File: src/hw/rtl/lbpc_pkg.sv
`default_nettype none
// ----------------------------------------------------------------------------
// lbpc_pkg
// shared types, codes and reset constants of the led blink pattern controller
// ----------------------------------------------------------------------------
package lbpc_pkg;

    localparam int LED_COUNT = 8;
    localparam int MASK_W    = 8;
    localparam int OP_W      = 3;
    localparam int CFG_IDX_W = 3;
    localparam int CFG_W     = 8;
    localparam int TICK_W    = 8;
    localparam int PHASE_W   = 2;

    // positions that exist
    localparam logic [MASK_W-1:0] LED_ALL = MASK_W'((64'd1 << LED_COUNT) - 64'd1);

    // register reset values
    localparam logic [TICK_W-1:0] SLOW_PERIOD_RST = TICK_W'(70);
    localparam logic [TICK_W-1:0] FAST_PERIOD_RST = TICK_W'(20);
    localparam logic [TICK_W-1:0] BEAT_ONE_RST    = TICK_W'(10);
    localparam logic [TICK_W-1:0] BEAT_TWO_RST    = TICK_W'(20);
    localparam logic [TICK_W-1:0] BEAT_THREE_RST  = TICK_W'(10);
    localparam logic [TICK_W-1:0] BEAT_FOUR_RST   = TICK_W'(120);

    typedef enum logic [OP_W-1:0] {
        OP_TICK = 3'd0,
        OP_OFF  = 3'd1,
        OP_ON   = 3'd2,
        OP_SLOW = 3'd3,
        OP_FAST = 3'd4,
        OP_BEAT = 3'd5
    } op_t;

    typedef enum logic [CFG_IDX_W-1:0] {
        REG_ATTACHED    = 3'd0,
        REG_ACTIVE_HIGH = 3'd1,
        REG_SLOW_PERIOD = 3'd2,
        REG_FAST_PERIOD = 3'd3,
        REG_BEAT_ONE    = 3'd4,
        REG_BEAT_TWO    = 3'd5,
        REG_BEAT_THREE  = 3'd6,
        REG_BEAT_FOUR   = 3'd7
    } reg_idx_t;

    typedef struct packed {
        logic [OP_W-1:0]   operation;
        logic [MASK_W-1:0] led_mask;
    } cmd_item_t;

    typedef struct packed {
        logic [MASK_W-1:0] pin_levels;
        logic [MASK_W-1:0] lit_bits;
    } res_item_t;

    typedef struct packed {
        logic [MASK_W-1:0]             attached;
        logic [MASK_W-1:0]             active_high;
        logic [TICK_W-1:0]             slow_period;
        logic [TICK_W-1:0]             fast_period;
        logic [3:0][TICK_W-1:0]        beat_load;
    } cfg_t;

endpackage
`default_nettype wire

File: src/hw/rtl/lbpc_cfg_regs.sv
`default_nettype none
// ----------------------------------------------------------------------------
// lbpc_cfg_regs
// configuration register file, written through a plain write port
// ----------------------------------------------------------------------------
module lbpc_cfg_regs (
    input  wire logic                           clk,
    input  wire logic                           rst_n,
    input  wire logic                           cfg_we,
    input  wire logic [lbpc_pkg::CFG_IDX_W-1:0] cfg_idx,
    input  wire logic [lbpc_pkg::CFG_W-1:0]     cfg_wdata,
    output lbpc_pkg::cfg_t                      cfg
);

    lbpc_pkg::cfg_t cfg_reg;

    always_ff @(posedge clk or negedge rst_n)
    begin
        if (!rst_n)
        begin
            cfg_reg.attached     <= '0;
            cfg_reg.active_high  <= '0;
            cfg_reg.slow_period  <= lbpc_pkg::SLOW_PERIOD_RST;
            cfg_reg.fast_period  <= lbpc_pkg::FAST_PERIOD_RST;
            cfg_reg.beat_load[0] <= lbpc_pkg::BEAT_ONE_RST;
            cfg_reg.beat_load[1] <= lbpc_pkg::BEAT_TWO_RST;
            cfg_reg.beat_load[2] <= lbpc_pkg::BEAT_THREE_RST;
            cfg_reg.beat_load[3] <= lbpc_pkg::BEAT_FOUR_RST;
        end
        else if (cfg_we)
        begin
            case (lbpc_pkg::reg_idx_t'(cfg_idx))
                lbpc_pkg::REG_ATTACHED:    cfg_reg.attached    <= cfg_wdata & lbpc_pkg::LED_ALL;
                lbpc_pkg::REG_ACTIVE_HIGH: cfg_reg.active_high <= cfg_wdata & lbpc_pkg::LED_ALL;
                lbpc_pkg::REG_SLOW_PERIOD: cfg_reg.slow_period <= cfg_wdata;
                lbpc_pkg::REG_FAST_PERIOD: cfg_reg.fast_period <= cfg_wdata;
                lbpc_pkg::REG_BEAT_ONE:    cfg_reg.beat_load[0] <= cfg_wdata;
                lbpc_pkg::REG_BEAT_TWO:    cfg_reg.beat_load[1] <= cfg_wdata;
                lbpc_pkg::REG_BEAT_THREE:  cfg_reg.beat_load[2] <= cfg_wdata;
                lbpc_pkg::REG_BEAT_FOUR:   cfg_reg.beat_load[3] <= cfg_wdata;
                default:                   cfg_reg.attached    <= cfg_reg.attached;
            endcase
        end
    end

    assign cfg = cfg_reg;

endmodule
`default_nettype wire

File: src/hw/rtl/lbpc_core.sv
`default_nettype none
// ----------------------------------------------------------------------------
// lbpc_core
// led mode sets, tick counters and pin latch, one item per step
// ----------------------------------------------------------------------------
module lbpc_core (
    input  wire logic                 clk,
    input  wire logic                 rst_n,
    input  wire logic                 step,
    input  wire lbpc_pkg::cmd_item_t  item,
    input  wire lbpc_pkg::cfg_t       cfg,
    output lbpc_pkg::res_item_t       result_next
);

    localparam int MW = lbpc_pkg::MASK_W;
    localparam int TW = lbpc_pkg::TICK_W;

    typedef struct packed {
        logic [MW-1:0] lit;
        logic [MW-1:0] pin;
    } led_drv_t;

    logic [MW-1:0] lit_reg, steady_reg, slow_set_reg, fast_set_reg, beat_set_reg, pin_reg;
    logic [MW-1:0] lit_next, steady_next, slow_set_next, fast_set_next, beat_set_next, pin_next;
    logic [TW-1:0] slow_ticks_reg, fast_ticks_reg, beat_ticks_reg;
    logic [TW-1:0] slow_ticks_next, fast_ticks_next, beat_ticks_next;
    logic [lbpc_pkg::PHASE_W-1:0] beat_phase_reg, beat_phase_next;
    logic [MW-1:0] mask;
    led_drv_t      drv;

    function automatic logic [MW-1:0] drive_pins(
        input logic [MW-1:0] levels,
        input logic [MW-1:0] pin,
        input logic [MW-1:0] att,
        input logic [MW-1:0] ah
    );
        logic [MW-1:0] want;
        want = (levels ^ ~ah) & att & lbpc_pkg::LED_ALL;
        return (want | (pin & ~att)) & lbpc_pkg::LED_ALL;
    endfunction

    function automatic led_drv_t turn_on(
        input logic [MW-1:0] m,
        input led_drv_t      cur,
        input logic [MW-1:0] att,
        input logic [MW-1:0] ah
    );
        led_drv_t      res;
        logic [MW-1:0] readback;
        readback = cur.pin & att & ah;
        res.lit  = (cur.lit | m) & lbpc_pkg::LED_ALL;
        res.pin  = drive_pins(readback | res.lit, cur.pin, att, ah);
        return res;
    endfunction

    function automatic led_drv_t turn_off(
        input logic [MW-1:0] m,
        input led_drv_t      cur,
        input logic [MW-1:0] att,
        input logic [MW-1:0] ah
    );
        led_drv_t res;
        res.lit = cur.lit & ~m;
        res.pin = drive_pins(res.lit, cur.pin, att, ah);
        return res;
    endfunction

    // all on unless already all on, then all off
    function automatic led_drv_t reverse(
        input logic [MW-1:0] m,
        input led_drv_t      cur,
        input logic [MW-1:0] att,
        input logic [MW-1:0] ah
    );
        led_drv_t res;
        res = cur;
        if (m != '0)
        begin
            res = turn_on(m, cur, att, ah);
            if (res.lit == cur.lit)
            begin
                res = turn_off(m, res, att, ah);
            end
        end
        return res;
    endfunction

    always_comb
    begin
        mask            = item.led_mask & lbpc_pkg::LED_ALL;
        drv.lit         = lit_reg;
        drv.pin         = pin_reg;
        steady_next     = steady_reg;
        slow_set_next   = slow_set_reg;
        fast_set_next   = fast_set_reg;
        beat_set_next   = beat_set_reg;
        slow_ticks_next = slow_ticks_reg;
        fast_ticks_next = fast_ticks_reg;
        beat_ticks_next = beat_ticks_reg;
        beat_phase_next = beat_phase_reg;

        case (lbpc_pkg::op_t'(item.operation))
            lbpc_pkg::OP_TICK:
            begin
                // slow, then fast, then heartbeat, each on the state left before
                slow_ticks_next = slow_ticks_reg + TW'(1);
                fast_ticks_next = fast_ticks_reg + TW'(1);
                beat_ticks_next = beat_ticks_reg - TW'(1);
                if (slow_ticks_next == cfg.slow_period)
                begin
                    drv             = reverse(slow_set_reg, drv, cfg.attached, cfg.active_high);
                    slow_ticks_next = '0;
                end
                if (fast_ticks_next == cfg.fast_period)
                begin
                    drv             = reverse(fast_set_reg, drv, cfg.attached, cfg.active_high);
                    fast_ticks_next = '0;
                end
                if (beat_ticks_next == '0)
                begin
                    beat_ticks_next = cfg.beat_load[beat_phase_reg];
                    beat_phase_next = beat_phase_reg + lbpc_pkg::PHASE_W'(1);
                    drv             = reverse(beat_set_reg, drv, cfg.attached, cfg.active_high);
                end
            end
            lbpc_pkg::OP_OFF:
            begin
                steady_next   = steady_reg & ~mask;
                slow_set_next = slow_set_reg & ~mask;
                fast_set_next = fast_set_reg & ~mask;
                beat_set_next = beat_set_reg & ~mask;
                drv           = turn_off(mask, drv, cfg.attached, cfg.active_high);
            end
            lbpc_pkg::OP_ON:
            begin
                steady_next   = steady_reg | mask;
                slow_set_next = slow_set_reg & ~mask;
                fast_set_next = fast_set_reg & ~mask;
                beat_set_next = beat_set_reg & ~mask;
                drv           = turn_on(steady_next, drv, cfg.attached, cfg.active_high);
            end
            lbpc_pkg::OP_SLOW:
            begin
                steady_next   = steady_reg & ~mask;
                slow_set_next = slow_set_reg | mask;
                fast_set_next = fast_set_reg & ~mask;
                beat_set_next = beat_set_reg & ~mask;
            end
            lbpc_pkg::OP_FAST:
            begin
                steady_next   = steady_reg & ~mask;
                slow_set_next = slow_set_reg & ~mask;
                fast_set_next = fast_set_reg | mask;
                beat_set_next = beat_set_reg & ~mask;
            end
            lbpc_pkg::OP_BEAT:
            begin
                slow_set_next = slow_set_reg & ~mask;
                fast_set_next = fast_set_reg & ~mask;
                beat_set_next = beat_set_reg | mask;
            end
            default:
            begin
                // unused codes leave the state alone
                drv.lit = lit_reg;
            end
        endcase

        lit_next = drv.lit;
        pin_next = drv.pin;
    end

    always_ff @(posedge clk or negedge rst_n)
    begin
        if (!rst_n)
        begin
            lit_reg        <= '0;
            steady_reg     <= '0;
            slow_set_reg   <= '0;
            fast_set_reg   <= '0;
            beat_set_reg   <= '0;
            pin_reg        <= '0;
            slow_ticks_reg <= '0;
            fast_ticks_reg <= '0;
            beat_ticks_reg <= TW'(1);
            beat_phase_reg <= '0;
        end
        else if (step)
        begin
            lit_reg        <= lit_next;
            steady_reg     <= steady_next;
            slow_set_reg   <= slow_set_next;
            fast_set_reg   <= fast_set_next;
            beat_set_reg   <= beat_set_next;
            pin_reg        <= pin_next;
            slow_ticks_reg <= slow_ticks_next;
            fast_ticks_reg <= fast_ticks_next;
            beat_ticks_reg <= beat_ticks_next;
            beat_phase_reg <= beat_phase_next;
        end
    end

    assign result_next.pin_levels = pin_next;
    assign result_next.lit_bits   = lit_next;

    // blink groups never share an led
    a_groups_disjoint: assert property (@(posedge clk) disable iff (!rst_n)
        ((slow_set_reg & fast_set_reg) | (slow_set_reg & beat_set_reg)
         | (fast_set_reg & beat_set_reg)) == '0)
        else $error("blink groups overlap");

    // unattached pins keep their latch across a step
    a_unattached_hold: assert property (@(posedge clk) disable iff (!rst_n)
        step |=> ((pin_reg & ~$past(cfg.attached)) == ($past(pin_reg) & ~$past(cfg.attached))))
        else $error("unattached pin changed");

    // led state moves only on a step
    a_lit_only_on_step: assert property (@(posedge clk) disable iff (!rst_n)
        !step |=> $stable(lit_reg) && $stable(pin_reg))
        else $error("led state changed without a step");

endmodule
`default_nettype wire

File: src/hw/rtl/led_blink_pattern_controller_top.sv
`default_nettype none
// a command beat is captured in the input register, then processed into the result register once that slot is free
// throughput: one beat per cycle, limited only by result stall
// the input register and the result register each hold one beat, so a new
// command is taken while a finished result still waits downstream
// reset: asynchronous active-low rst_n empties both registers, clears all led
// state and loads the default periods; heartbeat counter resets to one
// ----------------------------------------------------------------------------
// led_blink_pattern_controller_top
// eight-led blink pattern controller with command and result beat channels
// ----------------------------------------------------------------------------
module led_blink_pattern_controller_top (
    input  wire logic                           clk,
    input  wire logic                           rst_n,
    // command channel
    input  wire logic                           cmd_valid,
    output logic                                cmd_stall,
    input  wire lbpc_pkg::cmd_item_t            cmd_item,
    // result channel
    output logic                                res_valid,
    input  wire logic                           res_stall,
    output lbpc_pkg::res_item_t                 res_item,
    // configuration write port
    input  wire logic                           cfg_we,
    input  wire logic [lbpc_pkg::CFG_IDX_W-1:0] cfg_idx,
    input  wire logic [lbpc_pkg::CFG_W-1:0]     cfg_wdata
);

    lbpc_pkg::cfg_t      cfg;
    lbpc_pkg::cmd_item_t cmd_item_reg;
    lbpc_pkg::res_item_t res_item_reg;
    lbpc_pkg::res_item_t result_next;
    logic                cmd_valid_reg;
    logic                res_valid_reg;
    logic                advance;
    logic                step;
    logic                cmd_take;

    // result slot is free or being emptied this cycle
    assign advance   = !res_valid_reg || !res_stall;
    // staged command is processed into the result register
    assign step      = cmd_valid_reg && advance;
    // input register holds a beat that cannot move on
    assign cmd_stall = cmd_valid_reg && !advance;
    assign cmd_take  = cmd_valid && !cmd_stall;

    lbpc_cfg_regs u_cfg_regs (
        .clk       (clk),
        .rst_n     (rst_n),
        .cfg_we    (cfg_we),
        .cfg_idx   (cfg_idx),
        .cfg_wdata (cfg_wdata),
        .cfg       (cfg)
    );

    lbpc_core u_core (
        .clk         (clk),
        .rst_n       (rst_n),
        .step        (step),
        .item        (cmd_item_reg),
        .cfg         (cfg),
        .result_next (result_next)
    );

    // valid flags
    always_ff @(posedge clk or negedge rst_n)
    begin
        if (!rst_n)
        begin
            cmd_valid_reg <= 1'b0;
            res_valid_reg <= 1'b0;
        end
        else
        begin
            if (cmd_take)
            begin
                cmd_valid_reg <= 1'b1;
            end
            else if (step)
            begin
                cmd_valid_reg <= 1'b0;
            end

            if (step)
            begin
                res_valid_reg <= 1'b1;
            end
            else if (!res_stall)
            begin
                res_valid_reg <= 1'b0;
            end
        end
    end

    // payload registers, no reset needed
    always_ff @(posedge clk)
    begin
        if (cmd_take)
        begin
            cmd_item_reg <= cmd_item;
        end
        if (step)
        begin
            res_item_reg <= result_next;
        end
    end

    assign res_valid = res_valid_reg;
    assign res_item  = res_item_reg;

    // a processed command always leaves a result beat
    a_step_gives_result: assert property (@(posedge clk) disable iff (!rst_n)
        step |=> res_valid_reg)
        else $error("processed command lost its result");

    // a stalled result beat is never overwritten
    a_no_result_overwrite: assert property (@(posedge clk) disable iff (!rst_n)
        (res_valid_reg && res_stall) |-> !step)
        else $error("result overwritten while stalled");

    // a new result beat only follows a staged command
    a_result_from_cmd: assert property (@(posedge clk) disable iff (!rst_n)
        $rose(res_valid_reg) |-> $past(cmd_valid_reg))
        else $error("result beat without a command");

endmodule
`default_nettype wire
File: config.mk
export PLATFORM = sky130hd
export DESIGN_NAME = led_blink_pattern_controller_top
export DESIGN_NICKNAME = d
export VERILOG_FILES = /design/src/hw/rtl/lbpc_pkg.sv /design/src/hw/rtl/lbpc_cfg_regs.sv /design/src/hw/rtl/lbpc_core.sv /design/src/hw/rtl/led_blink_pattern_controller_top.sv
export SDC_FILE = /design/constraint.sdc
export NUM_CORES = 1
export LEC_CHECK = 0
export BUFFER_PORTS_ARGS = -buffer_cell sky130_fd_sc_hd__buf_2
export CAP_MARGIN = 10
export CORE_MARGIN = 3
export CORE_UTILIZATION = 63
export CTS_CLUSTER_DIAMETER = 50
export DETAILED_ROUTE_END_ITERATION = 8
export PLACE_DENSITY = 0.81
export SYNTH_ARGS = -nofsm -noshare
export SYNTH_HDL_FRONTEND = slang
export SYNTH_SLANG_ARGS = --single-unit
File: constraint.sdc
create_clock -name clk -period 4.9 [get_ports clk]
set_input_delay 0.245 -clock clk [delete_from_list [all_inputs] [get_ports clk]]
set_output_delay 0.245 -clock clk [all_outputs]
set_load 0.005 [all_outputs]
==> metrics.md <==
| Metric | Value |
|---|---|
| Syn avg cell area | 9.060 µm² |
| Num rows | 46 |
| Most numerous cell in the Yosys netlist | nand2_1 |
| Status | finished clean |
| ANT cells | 0 |
| # Max-Cap Violations | 0 |
| Number of fill cells | 1247 |
| Post-Syn Area | 0.01069 mm² |
| Clock tree buffer depth | 2 |
| Peak VDD IR | 0.3313 mV |
| Buf/Inv on CP | 0 |
| Initial antenna violation count | 0 |
| Area of the multi-input gates | 0.005888 mm² |
| DIE WIDTH | 136.3 µm |
| # DRC | 0 |
| Period utilization | 0.9426 |
| CTS root buffer | clkbuf_16 |
| PortBufs | 44 |
| Yosys top cell area share | 0.2903 |
| Max stage delay on crit path | 0.74 ns |
| CP cell instances | ha_1 > and3_1 > xnor2_1 > or4_1 > a2111oi_2 > mux2i_1 > nor4_4 > and3_1 > a31oi_2 > a21oi_1 > a311oi_1 > a211o_1 > a21boi_0 |
| Critical-path top delay cell | or4_1 |
| Final hold vios | 0 |
| Largest net degree at the start of global routing | 93 |
| Clock sinks | 167 |
| Routability cong. | 1.006 |
| Synth Flop Type | dfrtp_1 |
| Global-route wire length before repair | 52760 µm |
| Vias | 9985 |
| CTS buffer count | 17 |
| Hold Worst Slack | 0.009024 ns |
| Post-synthesis cell type count | 92 |
| Sequential-to-total area share from yosys stat | 0.4054 |
| Post-synth top area cell | dfrtp_1 |
| Pwr Density | 523.6 mW/mm² |
| Total grt overflow | 0 |
| Pre-antenna DRT Iters | 6 |
| Post-detailed-route count of antenna-violating nets | 0 |
| Vias per cell | 7.047 |
| FMAX | 0.2165 GHz |
| Final min period | 4.619 ns |
| TritonCTS clock tree | built |
| Die area | 0.01857 mm² |
| All-layer global routing usage | 0.3684 |
| Core area | 0.01623 mm² |
| Register area | 0.004334 mm² |
| Final #Nets | 1219 |
| Clk slew on worst S/H paths | 0.07 ns |
| Area growth, synth to finish | 10.11% |
| Starting density of the core | 0.6586 |
| Worst rel slew slack | 0.2131 |
| CP max FO | 10 |
| CP top delay family | simple AND/OR/NAND/NOR gates |
| # IOs | 45 |
| Measured slew at the worst slew-check pin | 1.176 ns |
| DR WL/cell | 23.14 µm |
| Req. time, crit path | 5.06 ns |
| WS Path Type | reg2reg |
| Min-delay worst type | in2reg |
| LEAKAGE | 4.566 nW |
| Detailed Place HPWL | 22650 µm |
| Clock latency on the worst-skew pair | 0.44 ns |
| CTS HTree Levels | 4 |
| DRT iter0 DRCs | 1422 |
| Async SR Flop Fraction | 0.8383 |
| Synth warn | 0 |
| Post-synth EDFFs | 27 |
| Drt total wl | 32790 µm |
| CP Launch Type | flip-flop |
| Commonest cells post-synth | nand2_1, o21ai_0, dfrtp_1, clkbuf_1, mux2_2 |
| Post-route setup TNS | 0 ns |
| Fraction of layout cells with a size suffix above 1 | 0.1765 |
| Chip height | 136.3 µm |
| CP arrival | 4.78 ns |
| Syn Inst Count | 1180 |
| CP endpoint kind | flip-flop |
| Vias in the first global route | 9503 |
| Unrepaired setup endpoints after global routing | true |
| Synth Register Bits | 167 |
| Syn Nets | 1211 |
| Layout Skew | 0.01440 ns |
| Critical path's most frequent cell | and3_1 |
| Fin. max-slew vios | 0 |
| Count of final setup violators | 0 |
| Top cells by area, synth | dfrtp_1, edfxtp_1, o21ai_0 |
[layout by cell type, fill, tap and decap left out, types with 5 or more instances in the layout]
cell           netlist  layout
and2_1               8       8
a22oi_1             16      16
edfxtp_1            27      27
nand2b_1             9       9
mux4_2               8       8
or3_1                8       8
o2111ai_1            5       5
nor4_1              14      12
buf_2                7      43
mux2i_1             22      21
a211o_1              6       6
nand3_1             28      28
nand4_1              8       8
mux2_2              63      63
nand2_1            171     171
nor2_1              39      38
o31ai_1             12      12
xor2_1               9       9
dfstp_2             16      16
a21oi_1             45      45
inv_1               35      34
nor3_1              18      17
o211ai_1             8       8
o22ai_1             13      13
dfrtp_1            124     124
nand4b_1             7       7
o21ai_1              6       6
dlygate4sd3_1        0      12
buf_4                1      23
a21boi_0             8       8
o21ai_0            146     146
and3_1              13      13
nor3b_1              6       6
clkbuf_16            0      17
a31oi_1             31      31
a211oi_1             9       8
a32oi_1             11      11
xnor2_1             39      39
[cell families after synthesis]
family | Yosys count | synth area share
muxes | 93 | 0.1038
xor gates and xnor gates | 49 | 0.04155
and+or+nand+nor | 353 | 0.1602
DFF | 167 | 0.4054
buffers and inverters | 129 | 0.04717
adders and majority gates | 4 | 0.004682
AOI/OAI and AO/OA | 385 | 0.2371
[where the power goes]
part	switching [mW]	internal [mW]
combinational	1.33	0.973
sequential	0.653	1.81
clock	0.639	0.757
[metal layers]
metal  global-route usage  vias up  wire [µm]
met1               0.5320     4770      13550
met4               0.1405        0       1260
met5                    0        -          0
met3              0.08549      120       3809
met2               0.5413      694      14180
li1                     -     4401          -
[stage by stage]
stage / setup WS [ns] / area (µm²) / std cells / power [mW] / util
after global routing: -0.01107 / 11770 / 1417 / 6.479 / 0.7253
after CTS: 0.1949 / 11750 / 1417 / 6.058 / 0.7239
final: 0.2814 / 11770 / 1417 / 6.163 / 0.7253
after floorplan: 0.8934 / 10690 / 1180 / 3.920 / -
after global placement: 0.3643 / 11020 / 1373 / 4.587 / 0.6788
after detailed placement: 0.2157 / 11020 / 1373 / 4.649 / 0.6788
[path summary, 6_finish.rpt]
kind | from | to | slack (ns) | cells past startpoint
worst max-delay path | u_core.slow_ticks_reg[0] | res_item[6] | 0.28 | 13
worst min register to register | u_cfg_regs.cfg[14] | u_cfg_regs.cfg[14] | 0.51 | 1
worst max register to register | u_core.slow_ticks_reg[0] | res_item[6] | 0.28 | 13
max in group asynchronous | rst_n | async pin | 3.32 | 3
worst min-delay path | cmd_valid | cmd_valid_reg | 0.009 | 2
min in group asynchronous | rst_n | u_cfg_regs.cfg[45] | 0.42 | 2
[cell type report]
type / instances / share of cell area
multi-input combinational: 884 / 0.5002
sequential: 167 / 0.3682
timing repair buffer: 79 / 0.04411
clock buffer: 19 / 0.03848
tap: 216 / 0.02296
clock inverter: 13 / 0.01361
inverter: 39 / 0.01244
[repair_timing]
action	CTS	global route
hold buffers	12	0
resized for setup	0	4
setup endpoints to repair	0	16
setup buffers	0	0
hold endpoints to repair	86	0
Power figures use the tool's default switching activity.
